### config.mk
export PLATFORM = sky130hd
export DESIGN_NAME = noise_channel_lfsr_envelope
export DESIGN_NICKNAME = d
export VERILOG_FILES = /design/src/nch_pkg.sv /design/src/noise_channel_lfsr_envelope.sv
export SDC_FILE = /design/constraint.sdc
export NUM_CORES = 1
export LEC_CHECK = 0
export ABC_AREA = 0
export BUFFER_PORTS_ARGS = -buffer_cell sky130_fd_sc_hd__buf_2
export CAP_MARGIN = 20
export CORE_UTILIZATION = 60
export CTS_BUF_LIST = sky130_fd_sc_hd__clkbuf_8
export CTS_CLUSTER_SIZE = 30
export DETAILED_ROUTE_END_ITERATION = 8
export HOLD_SLACK_MARGIN = 0.02
export PLACE_DENSITY = 0.9
export RECOVER_POWER = 25
export REMOVE_ABC_BUFFERS = 1
export SETUP_SLACK_MARGIN = 0.05
export SYNTH_ARGS = -nofsm -noshare
export SYNTH_HDL_FRONTEND = slang
export SYNTH_SLANG_ARGS = --single-unit
export TNS_END_PERCENT = 30
### constraint.sdc
create_clock -name clk -period 6.4 [get_ports clk]
set_input_delay 0.64 -clock clk [delete_from_list [all_inputs] [get_ports clk]]
set_output_delay 0.64 -clock clk [all_outputs]
set_load 0.1 [all_outputs]
### src/nch_pkg.sv
// Shared definitions for the noise channel: operation codes, register
// addresses and the period and length lookup tables. No dependencies.
package nch_pkg;

  localparam int unsigned OP_W     = 3;
  localparam int unsigned ADDR_W   = 2;
  localparam int unsigned DATA_W   = 8;
  localparam int unsigned SAMPLE_W = 4;
  localparam int unsigned LFSR_W   = 15;
  localparam int unsigned PERIOD_W = 12;
  localparam int unsigned LENGTH_W = 8;
  localparam int unsigned LEVEL_W  = 4;

  typedef enum logic [OP_W-1:0] {
    OP_WRITE    = 3'd0,
    OP_READ     = 3'd1,
    OP_PERIOD   = 3'd2,
    OP_LENGTH   = 3'd3,
    OP_ENVELOPE = 3'd4
  } nch_op_t;

  localparam logic [ADDR_W-1:0] REG_CTRL   = 2'd0;
  localparam logic [ADDR_W-1:0] REG_UNUSED = 2'd1;
  localparam logic [ADDR_W-1:0] REG_PERIOD = 2'd2;
  localparam logic [ADDR_W-1:0] REG_LENGTH = 2'd3;

  localparam logic [PERIOD_W-1:0] PERIOD_TABLE [16] = '{
    12'd4,   12'd8,   12'd16,  12'd32,  12'd64,  12'd96,   12'd128,  12'd160,
    12'd202, 12'd254, 12'd380, 12'd508, 12'd762, 12'd1016, 12'd2034, 12'd4068
  };

  localparam logic [LENGTH_W-1:0] LENGTH_RELOAD [32] = '{
    8'd10,  8'd254, 8'd20, 8'd2,  8'd40, 8'd4,  8'd80, 8'd6,
    8'd160, 8'd8,   8'd60, 8'd10, 8'd14, 8'd12, 8'd26, 8'd14,
    8'd12,  8'd16,  8'd24, 8'd18, 8'd48, 8'd20, 8'd96, 8'd22,
    8'd192, 8'd24,  8'd72, 8'd26, 8'd16, 8'd28, 8'd32, 8'd30
  };

endpackage

### src/noise_channel_lfsr_envelope.sv
// Noise channel top level: input register, channel state update and
// result register. Depends on nch_pkg.
//
// Noise channel of a sound chip. Each request on the input stream is one
// operation, carried in in_tuser: a bus write, a bus read, a period tick,
// a length tick or an envelope tick; in_tdata carries the register index
// and the byte to write. Every request yields exactly one result holding
// the readback byte (zero unless the request was a read) and the 4-bit
// output sample after the step. A request is taken into an input register,
// then updates the channel state and fills the result register, so one
// request is accepted every clock while the result register is free;
// out_tvalid is the valid bit of the result register. The only limit on
// rate is the state update loop, and the stream stalls only while the
// result register is held by out_tready low. A write to register 3
// reloads the length counter from its table and arms the envelope restart,
// which the next envelope tick consumes by loading level 15.
module noise_channel_lfsr_envelope (
  input  logic                    clk,
  input  logic                    rst_n,
  input  logic                    in_tvalid,
  output logic                    in_tready,
  // [1:0] reg_addr, [9:2] write_data, [15:10] zero
  input  logic [15:0]             in_tdata,
  // [2:0] op
  input  logic [nch_pkg::OP_W-1:0] in_tuser,
  output logic                    out_tvalid,
  input  logic                    out_tready,
  // [7:0] read_data, [11:8] sample, [15:12] zero
  output logic [15:0]             out_tdata
);
  import nch_pkg::*;

  // input register
  logic              s1_valid_r;
  nch_op_t           s1_op_r;
  logic [ADDR_W-1:0] s1_addr_r;
  logic [DATA_W-1:0] s1_data_r;

  // result register
  logic                out_valid_r;
  logic [DATA_W-1:0]   rd_r, rd_nxt;
  logic [SAMPLE_W-1:0] sample_r, sample_nxt;

  // channel state
  logic [LFSR_W-1:0]   lfsr_r, lfsr_nxt;
  logic [PERIOD_W-1:0] period_count_r, period_count_nxt;
  logic [LENGTH_W-1:0] length_count_r, length_count_nxt;
  logic [LEVEL_W-1:0]  env_level_r, env_level_nxt;
  logic                env_restart_r, env_restart_nxt;
  logic                loop_flag_r, loop_flag_nxt;
  logic                const_vol_r, const_vol_nxt;
  logic [LEVEL_W-1:0]  volume_r, volume_nxt;
  logic                short_mode_r, short_mode_nxt;
  logic [3:0]          period_idx_r, period_idx_nxt;
  logic [4:0]          length_idx_r, length_idx_nxt;

  logic out_free;
  logic s1_fire;
  logic tap;

  // the result register frees when empty or being taken this cycle
  assign out_free  = !out_valid_r || out_tready;
  assign s1_fire   = s1_valid_r && out_free;
  assign in_tready = !s1_valid_r || out_free;

  assign out_tvalid = out_valid_r;
  assign out_tdata  = {4'd0, sample_r, rd_r};

  assign tap = short_mode_r ? lfsr_r[6] : lfsr_r[1];

  always_comb begin
    lfsr_nxt         = lfsr_r;
    period_count_nxt = period_count_r;
    length_count_nxt = length_count_r;
    env_level_nxt    = env_level_r;
    env_restart_nxt  = env_restart_r;
    loop_flag_nxt    = loop_flag_r;
    const_vol_nxt    = const_vol_r;
    volume_nxt       = volume_r;
    short_mode_nxt   = short_mode_r;
    period_idx_nxt   = period_idx_r;
    length_idx_nxt   = length_idx_r;
    rd_nxt           = '0;

    case (s1_op_r)
      OP_WRITE: begin
        case (s1_addr_r)
          REG_CTRL: begin
            loop_flag_nxt = s1_data_r[5];
            const_vol_nxt = s1_data_r[4];
            volume_nxt    = s1_data_r[3:0];
          end
          REG_PERIOD: begin
            short_mode_nxt = s1_data_r[7];
            period_idx_nxt = s1_data_r[3:0];
          end
          REG_LENGTH: begin
            length_idx_nxt   = s1_data_r[7:3];
            length_count_nxt = LENGTH_RELOAD[s1_data_r[7:3]];
            env_restart_nxt  = 1'b1;
          end
          default: begin
            // unused register: drop the write
          end
        endcase
      end
      OP_READ: begin
        case (s1_addr_r)
          REG_CTRL:   rd_nxt = {2'b00, loop_flag_r, const_vol_r,
                                const_vol_r ? volume_r : env_level_r};
          REG_PERIOD: rd_nxt = {short_mode_r, 3'b000, period_idx_r};
          REG_LENGTH: rd_nxt = {length_idx_r, 3'b000};
          default:    rd_nxt = '0;
        endcase
      end
      OP_PERIOD: begin
        if (period_count_r == '0) begin
          // shift right, feedback into the top bit, reload the timer
          lfsr_nxt         = {lfsr_r[0] ^ tap, lfsr_r[LFSR_W-1:1]};
          period_count_nxt = PERIOD_TABLE[period_idx_r];
        end else begin
          period_count_nxt = period_count_r - PERIOD_W'(1);
        end
      end
      OP_LENGTH: begin
        if (!loop_flag_r && length_count_r != '0) begin
          length_count_nxt = length_count_r - LENGTH_W'(1);
        end
      end
      OP_ENVELOPE: begin
        if (env_restart_r) begin
          env_level_nxt   = '1;
          env_restart_nxt = 1'b0;
        end else if (env_level_r != '0) begin
          env_level_nxt = env_level_r - LEVEL_W'(1);
        end else if (loop_flag_r) begin
          env_level_nxt = '1;
        end
      end
      default: begin
        // unknown operation: hold everything
      end
    endcase

    // silent while the length counter is spent or the noise bit is set
    if (length_count_nxt == '0 || lfsr_nxt[0]) begin
      sample_nxt = '0;
    end else begin
      sample_nxt = const_vol_nxt ? volume_nxt : env_level_nxt;
    end
  end

  always_ff @(posedge clk) begin
    if (!rst_n) begin
      s1_valid_r <= 1'b0;
    end else if (in_tready) begin
      s1_valid_r <= in_tvalid;
    end
  end

  always_ff @(posedge clk) begin
    if (in_tvalid && in_tready) begin
      s1_op_r   <= nch_op_t'(in_tuser);
      s1_addr_r <= in_tdata[ADDR_W-1:0];
      s1_data_r <= in_tdata[ADDR_W+DATA_W-1:ADDR_W];
    end
  end

  always_ff @(posedge clk) begin
    if (!rst_n) begin
      out_valid_r <= 1'b0;
    end else if (out_free) begin
      out_valid_r <= s1_valid_r;
    end
  end

  always_ff @(posedge clk) begin
    if (s1_fire) begin
      rd_r     <= rd_nxt;
      sample_r <= sample_nxt;
    end
  end

  always_ff @(posedge clk) begin
    if (!rst_n) begin
      lfsr_r         <= LFSR_W'(1);
      period_count_r <= '0;
      length_count_r <= '0;
      env_level_r    <= '0;
      env_restart_r  <= 1'b0;
      loop_flag_r    <= 1'b0;
      const_vol_r    <= 1'b0;
      volume_r       <= '0;
      short_mode_r   <= 1'b0;
      period_idx_r   <= '0;
      length_idx_r   <= '0;
    end else if (s1_fire) begin
      lfsr_r         <= lfsr_nxt;
      period_count_r <= period_count_nxt;
      length_count_r <= length_count_nxt;
      env_level_r    <= env_level_nxt;
      env_restart_r  <= env_restart_nxt;
      loop_flag_r    <= loop_flag_nxt;
      const_vol_r    <= const_vol_nxt;
      volume_r       <= volume_nxt;
      short_mode_r   <= short_mode_nxt;
      period_idx_r   <= period_idx_nxt;
      length_idx_r   <= length_idx_nxt;
    end
  end

endmodule

# Yosys cells after proc, flatten, opt, wreduce, memory -nomap -nowiden
# Memories as Yosys holds them, arrays and structs flattened.
# Cells that the tools add are included.
[classes]
mux = 24
bitwise_logic = 3
n_mul = 0
order_cmp = 2
n_shift = 0
eq_ne = 7
div_mod_pow = 0
reduce_logical = 22
add_sub_neg = 3
[op_table]
columns = ["operator", "count"]
rows = [
  ["$mux W12", 3],
  ["$mux W4", 8],
  ["$mux W8", 4],
  ["$pmux W8 S3", 1],
  ["$pmux W8 S2", 1],
  ["$reduce_and A3 Y1", 5],
  ["$logic_not A12 Y1", 1],
  ["$sub A12 B1 Y12 const B", 1],
  ["$logic_not A8 Y1", 1],
  ["$reduce_bool A8 Y1", 1],
  ["$sub A8 B1 Y8 const B", 1],
  ["$eq A3 B2 Y1 const B", 2],
  ["$ge A6 B6 Y1 const B", 1],
  ["$mux W1", 6],
  ["$not A5 Y6", 1],
  ["$ge A5 B5 Y1 const B", 1],
  ["$not A4 Y5", 1],
  ["$eq A2 B2 Y1 const B", 2],
  ["$reduce_bool A4 Y1", 1],
  ["$sub A4 B1 Y4 const B", 1],
  ["$eq A3 B1 Y1 const B", 1],
  ["$eq A3 B3 Y1 const B", 1],
  ["$logic_and A1 B1 Y1", 3],
  ["$logic_not A1 Y1", 3],
  ["8 further kinds", 10],
]
[totals]
regBits = 83
rom_bits = 448
elab_cells = 82
mem_count = 2
latch_bits = 0
ramBits = 0
[mem_list]
columns = ["memory", "depth", "word_bits", "read_ports", "rd_ports_with_merged_regs", "wr", "line_no", "source"]
rows = [
  ["(name not given)", 32, 8, 1, 0, 0, "noise_channel_lfsr_envelope.sv:99", "length_count_nxt = LENGTH_RELOAD[s1_data_r[7:3]];"],
  ["(name not given)", 16, 12, 1, 0, 0, "noise_channel_lfsr_envelope.sv:120", "period_count_nxt = PERIOD_TABLE[period_idx_r];"],
]

# Depth between registers and ports, before layout
[depth]
word_depth = 8
depth_mapped = 10

# Worst setup path after synthesis
# No wires, ideal clock.
[synth_path]
path_type = "register to register"
from = "register out_valid_r (netlist: out_tvalid)"
to = "register s1_addr_r[0] (enable)"
path_slack_ps = 3724
path_stages_with_launch = 4
period_less_slack_ps = 2676
arrival_ps = 2371
path_buffers = 0
path_cell_list = "dfxtp_1 > nor2b_1 > nand2_1 > and2_1"
[synth_between]
elab_chain_len = 4
[synth_rtl]
columns = ["item", "line_no", "source"]
rows = [
  ["start: declaration", "noise_channel_lfsr_envelope.sv:40", "logic out_valid_r;"],
  ["start signal: assignment", "noise_channel_lfsr_envelope.sv:173", "out_valid_r <= s1_valid_r;"],
  ["$logic_not A1 Y1", "noise_channel_lfsr_envelope.sv:62", "assign out_free = !out_valid_r || out_tready;"],
  ["$logic_or A1 B1 Y1", "noise_channel_lfsr_envelope.sv:62", ""],
  ["$logic_or A1 B1 Y1", "noise_channel_lfsr_envelope.sv:64", "assign in_tready = !s1_valid_r || out_free;"],
  ["via in_tready", "noise_channel_lfsr_envelope.sv:21", "output logic in_tready,"],
  ["$logic_and A1 B1 Y1", "noise_channel_lfsr_envelope.sv:162", "if (in_tvalid && in_tready) begin"],
  ["end signal: assignment", "noise_channel_lfsr_envelope.sv:164", "s1_addr_r <= in_tdata[ADDR_W-1:0];"],
  ["end: declaration", "noise_channel_lfsr_envelope.sv:36", "logic [ADDR_W-1:0] s1_addr_r;"],
]
# The timed path passes the listed nets, and every way through them passes these cells.
# A chain may end at the register's enable or synchronous reset.

# Final worst setup path
[layout_path]
from = "register out_valid_r (netlist: out_tvalid)"
to = "register lfsr_r[7]"
[layout_between]
elab_chain_len = 4
[layout_rtl]
columns = ["item", "line_no", "source"]
rows = [
  ["$logic_not A1 Y1", "noise_channel_lfsr_envelope.sv:62", ""],
  ["$logic_or A1 B1 Y1", "noise_channel_lfsr_envelope.sv:62", ""],
  ["$logic_and A1 B1 Y1", "noise_channel_lfsr_envelope.sv:63", "assign s1_fire = s1_valid_r && out_free;"],
  ["$reduce_and A3 Y1 (no source line)", "-", ""],
  ["end signal: assignment", "noise_channel_lfsr_envelope.sv:198", "lfsr_r <= lfsr_nxt;"],
  ["end: declaration", "noise_channel_lfsr_envelope.sv:45", "logic [LFSR_W-1:0] lfsr_r, lfsr_nxt;"],
]
# Every way passes these cells.

==> results.tsv <==
stage	metric	value	unit
floorplan	rows	31	
synth	async_reset_ff_share	0	%
setup_path	r2r_start	out_tvalid$_SDFFE_PN0P_	
status	violations	max-capacitance violations, max-slew violations	
cts	cts_setup_buffers	0	
cells_and_area	final_common_cell	nand2_1	
synth	avgSynthCellArea	8.61	um^2
floorplan	coreArea	7210	um^2
cts	cts-root-buf	clkbuf_8	
cts	numCtsBuffers	9	
floorplan	die_h	88.3	um
floorplan	num_io_pins	41	
power	power	1110	uW
cts	cts.path.max_buffers	2	
status	status	complete, but fails checks	
timing	hold_ws	0.438	ns
cells_and_area	post-route-util	66.6	%
global_routing	grt_usage	26.8	%
setup_path	r2r_slack	3.26	ns
synth	synth-main-ff-cell	dfxtp_1	
synth	synth_area_leaders	dfxtp_1 (26%), edfxtp_1 (17%), nand2_1 (6.3%), a21boi_0 (4.4%), a21oi_1 (4.0%)	
power	intPower	783	uW
setup_path	cp.required	6.68	ns
setup_path	crit_path_max_incr_delay	0.83	ns
drt	drc	0	
power	pwr-share-clk	34.0	%
setup_path	cp_common_cell	nand2_1	
place	port_buffers	30	
drt	ant_nets	0	
power	p_switching	328	uW
synth	yosysSeqAreaShare	42.8	%
cts	htreeDepth	3	
drt	avgViaCountPerCell	6.20	
timing	rsz0062_at_grt	false	
global_routing	grt_pass1_vias	3352	
min_path	holdPathStages	1	
floorplan	initial_utilization	62.0	%
cts	clock_sinks	83	
cells_and_area	layout_common_cells	nand2_1 (75), dfxtp_1 (58), a21oi_1 (36)	
setup_path	cp.arrival	3.42	ns
floorplan	die_w	88.3	um
flow_run	max-cap-violations	1	
setup_path	reg2reg_to	lfsr_r[7]$_SDFFE_PN0P_	
global_routing	grt_max_degree	59	
cts	cts_hold_buf	0	
synth	ys_ff_latch	83	
cells_and_area	fillers	591	
timing	setup_viol	0	
timing	fin_tns_setup	0	ns
power	p_sw_share	29.5	%
power	p_leak	0.00176	uW
power	sequentialPowerShare	51.9	%
synth	synth.cell_area	4470	um^2
cts	cts.clk_slew.worst_paths	0.10	ns
setup_path	cp_max_fo	36	
synth	synth_edf_count	25	
timing	tightest_slew	2.08	ns
drt	drtIter0Drc	318	
cells_and_area	nets	563	
synth	synth_top_area_share	26.0	%
drt	drt_pass1_iterations	6	
timing	period_share	49.1	%
timing	hold_viol	0	
timing	fmax	318	MHz
cells_and_area	areaGrowthSynthToFinish	7.47	%
global_routing	grt_pass1_wl	16.0	mm
timing	min_period	3.14	ns
drt	dr_total_vias	3929	
setup_path	crit_type	reg2reg	
setup_path	reg2reg_depth	8	
timing	skew	0.0221	ns
cts	tritoncts	yes	
cts	clk_latency	0.37	ns
timing	slew_violations	59	
drt	routedWlPerCell	15.7	um
setup_path	start_kind	register	
power	irDropWorstVdd	0.157	mV
place	dpl.hpwl	6.61	mm
cells_and_area	drive_gt1_share	10.8	%
synth	yosys.area.top_type	dfxtp_1	
power	p_per_area	231	nW/um^2
power	comb_power_share	14.1	%
cells_and_area	diodes	0	
setup_path	endpoint_kind	register	
synth	post_synth_num_cell_types	69	
min_path	holdPathEnd	s1_op_r[0]$_DFFE_PP_	
place	place_congestion	0.918	
timing	max-slew-margin-rel	-38.6	%
setup_path	crit_slowest_cell	nor2_1	
cts	ctsResizeCount	0	
global_routing	overflow	0	
drt	totalWireLength	9.94	mm
min_path	hp-class	in2reg	
min_path	hp-start	in_tuser[0]	
floorplan	die_area	7800	um^2
synth	ys_warn_count	0	
setup_path	path_cells	nor2b_1 > nand2b_1 > clkinv_1 > buf_4 > nand2_1 > nor2_1 > nand2_1 > a21boi_0	
synth	synth_cells	519	
global_routing	grt_antenna_before_repair	0	
## cell families (layout without fill, tap and decap cells)
group	after synthesis	in the layout	synth area share, %
and+or+nand+nor	206	206	23.1
AOI/OAI and AO/OA	148	148	22.7
DFF	83	83	42.8
buffers and inverters	57	70	5.29
muxes	13	13	3.08
adders and majority gates	10	10	2.80
other	1	4	0.0839
xor gates and xnor gates	1	1	0.196
## per-layer routing
| metal | GRT usage, % | vias up | share of wire [%] |
|---|---|---|---|
| met2 | 41.9 | 165 | 47 |
| met4 | 9.38 | 0 | 2.1 |
| met3 | 5.69 | 28 | 6.6 |
| met1 | 36.9 | 1840 | 45 |
| li1 | - | 1896 | - |
| met5 | 0 | - | 0 |
## through the flow
| step | cells | setup WS, ns | area [um^2] |
|---|---|---|---|
| after global routing | 634 | 2.96 | 4800 |
| after global placement | 618 | 3.25 | 4610 |
| final | 634 | 3.26 | 4800 |
| after floorplan | 488 | 3.02 | 4330 |
| after CTS | 634 | 3.31 | 4810 |
| after detailed placement | 618 | 3.02 | 4610 |
## synth_stat cells, drive strengths merged, types with 4 or more instances
cell,count
o21ai,27
mux2i,10
nand2,76
inv,22
a22oi,4
nor3b,5
nor3,20
nor2,31
a31oi,4
o211a,5
nor2b,18
buf,8
nor4,5
dfxtp,58
a21boi,26
o22ai,4
nand2b,10
a21oi,36
o211ai,4
nand3,18
edfxtp,25
a2111oi,5
ha,10
and2,7
clkbuf,26
## power by group through the flow
stage,Combinational [uW],Clock [uW],Sequential (uW)
6_report,157,378,576
5_1_grt,170,402,579
4_1_cts,155,379,575
3_5_place_dp,153,0,587
3_3_place_gp,150,0,586
2_1_floorplan,93.5,0,609
## registers in the layout (all words and copies together), names as in the netlist
name and flops:
period_count_r 12, period_idx_r 4, s1_data_r 8, out_tvalid 1
env_restart_r 1, volume_r 4, const_vol_r 1, s1_addr_r 2
s1_valid_r 1, s1_op_r 3, length_count_r 8, sample_r 4
lfsr_r 15, short_mode_r 1, rd_r 8, loop_flag_r 1
env_level_r 4, length_idx_r 5
## worst max path at each step
stage                                        from                       to  slack [ns]  cells past startpoint
final                     out_tvalid$_SDFFE_PN0P_   lfsr_r[7]$_SDFFE_PN0P_        3.26                      8
after global routing      out_tvalid$_SDFFE_PN0P_   lfsr_r[7]$_SDFFE_PN0P_        2.96                      8
after CTS                 out_tvalid$_SDFFE_PN0P_   lfsr_r[7]$_SDFFE_PN0P_        3.31                      8
after detailed placement               out_tready   lfsr_r[7]$_SDFFE_PN0P_        3.02                      9
after global placement                 out_tready  lfsr_r[14]$_SDFFE_PN0P_        3.25                      9
after floorplan           out_tvalid$_SDFFE_PN0P_  lfsr_r[10]$_SDFFE_PN0P_        3.02                      7
## final cells by class
type	count	area [um^2]	share of cell area, %
Timing Repair Buffer	31	156	3.26
Multi-Input combinational cell	382	2330	48.6
Inverter	23	86.3	1.80
Tap cell	99	124	2.58
Clock inverter	7	68.8	1.43
Clock buffer	9	124	2.58
Sequential cell	83	1910	39.8
## worst max-delay path, delay by kind of cell, from the launching register on
family / cells / cell delay [ns]
simple gates: 5 / 1.97
buf+inv: 2 / 0.50
flops: 1 / 0.33
compound gates: 1 / 0.22
Power figures use the tool's default switching activity.
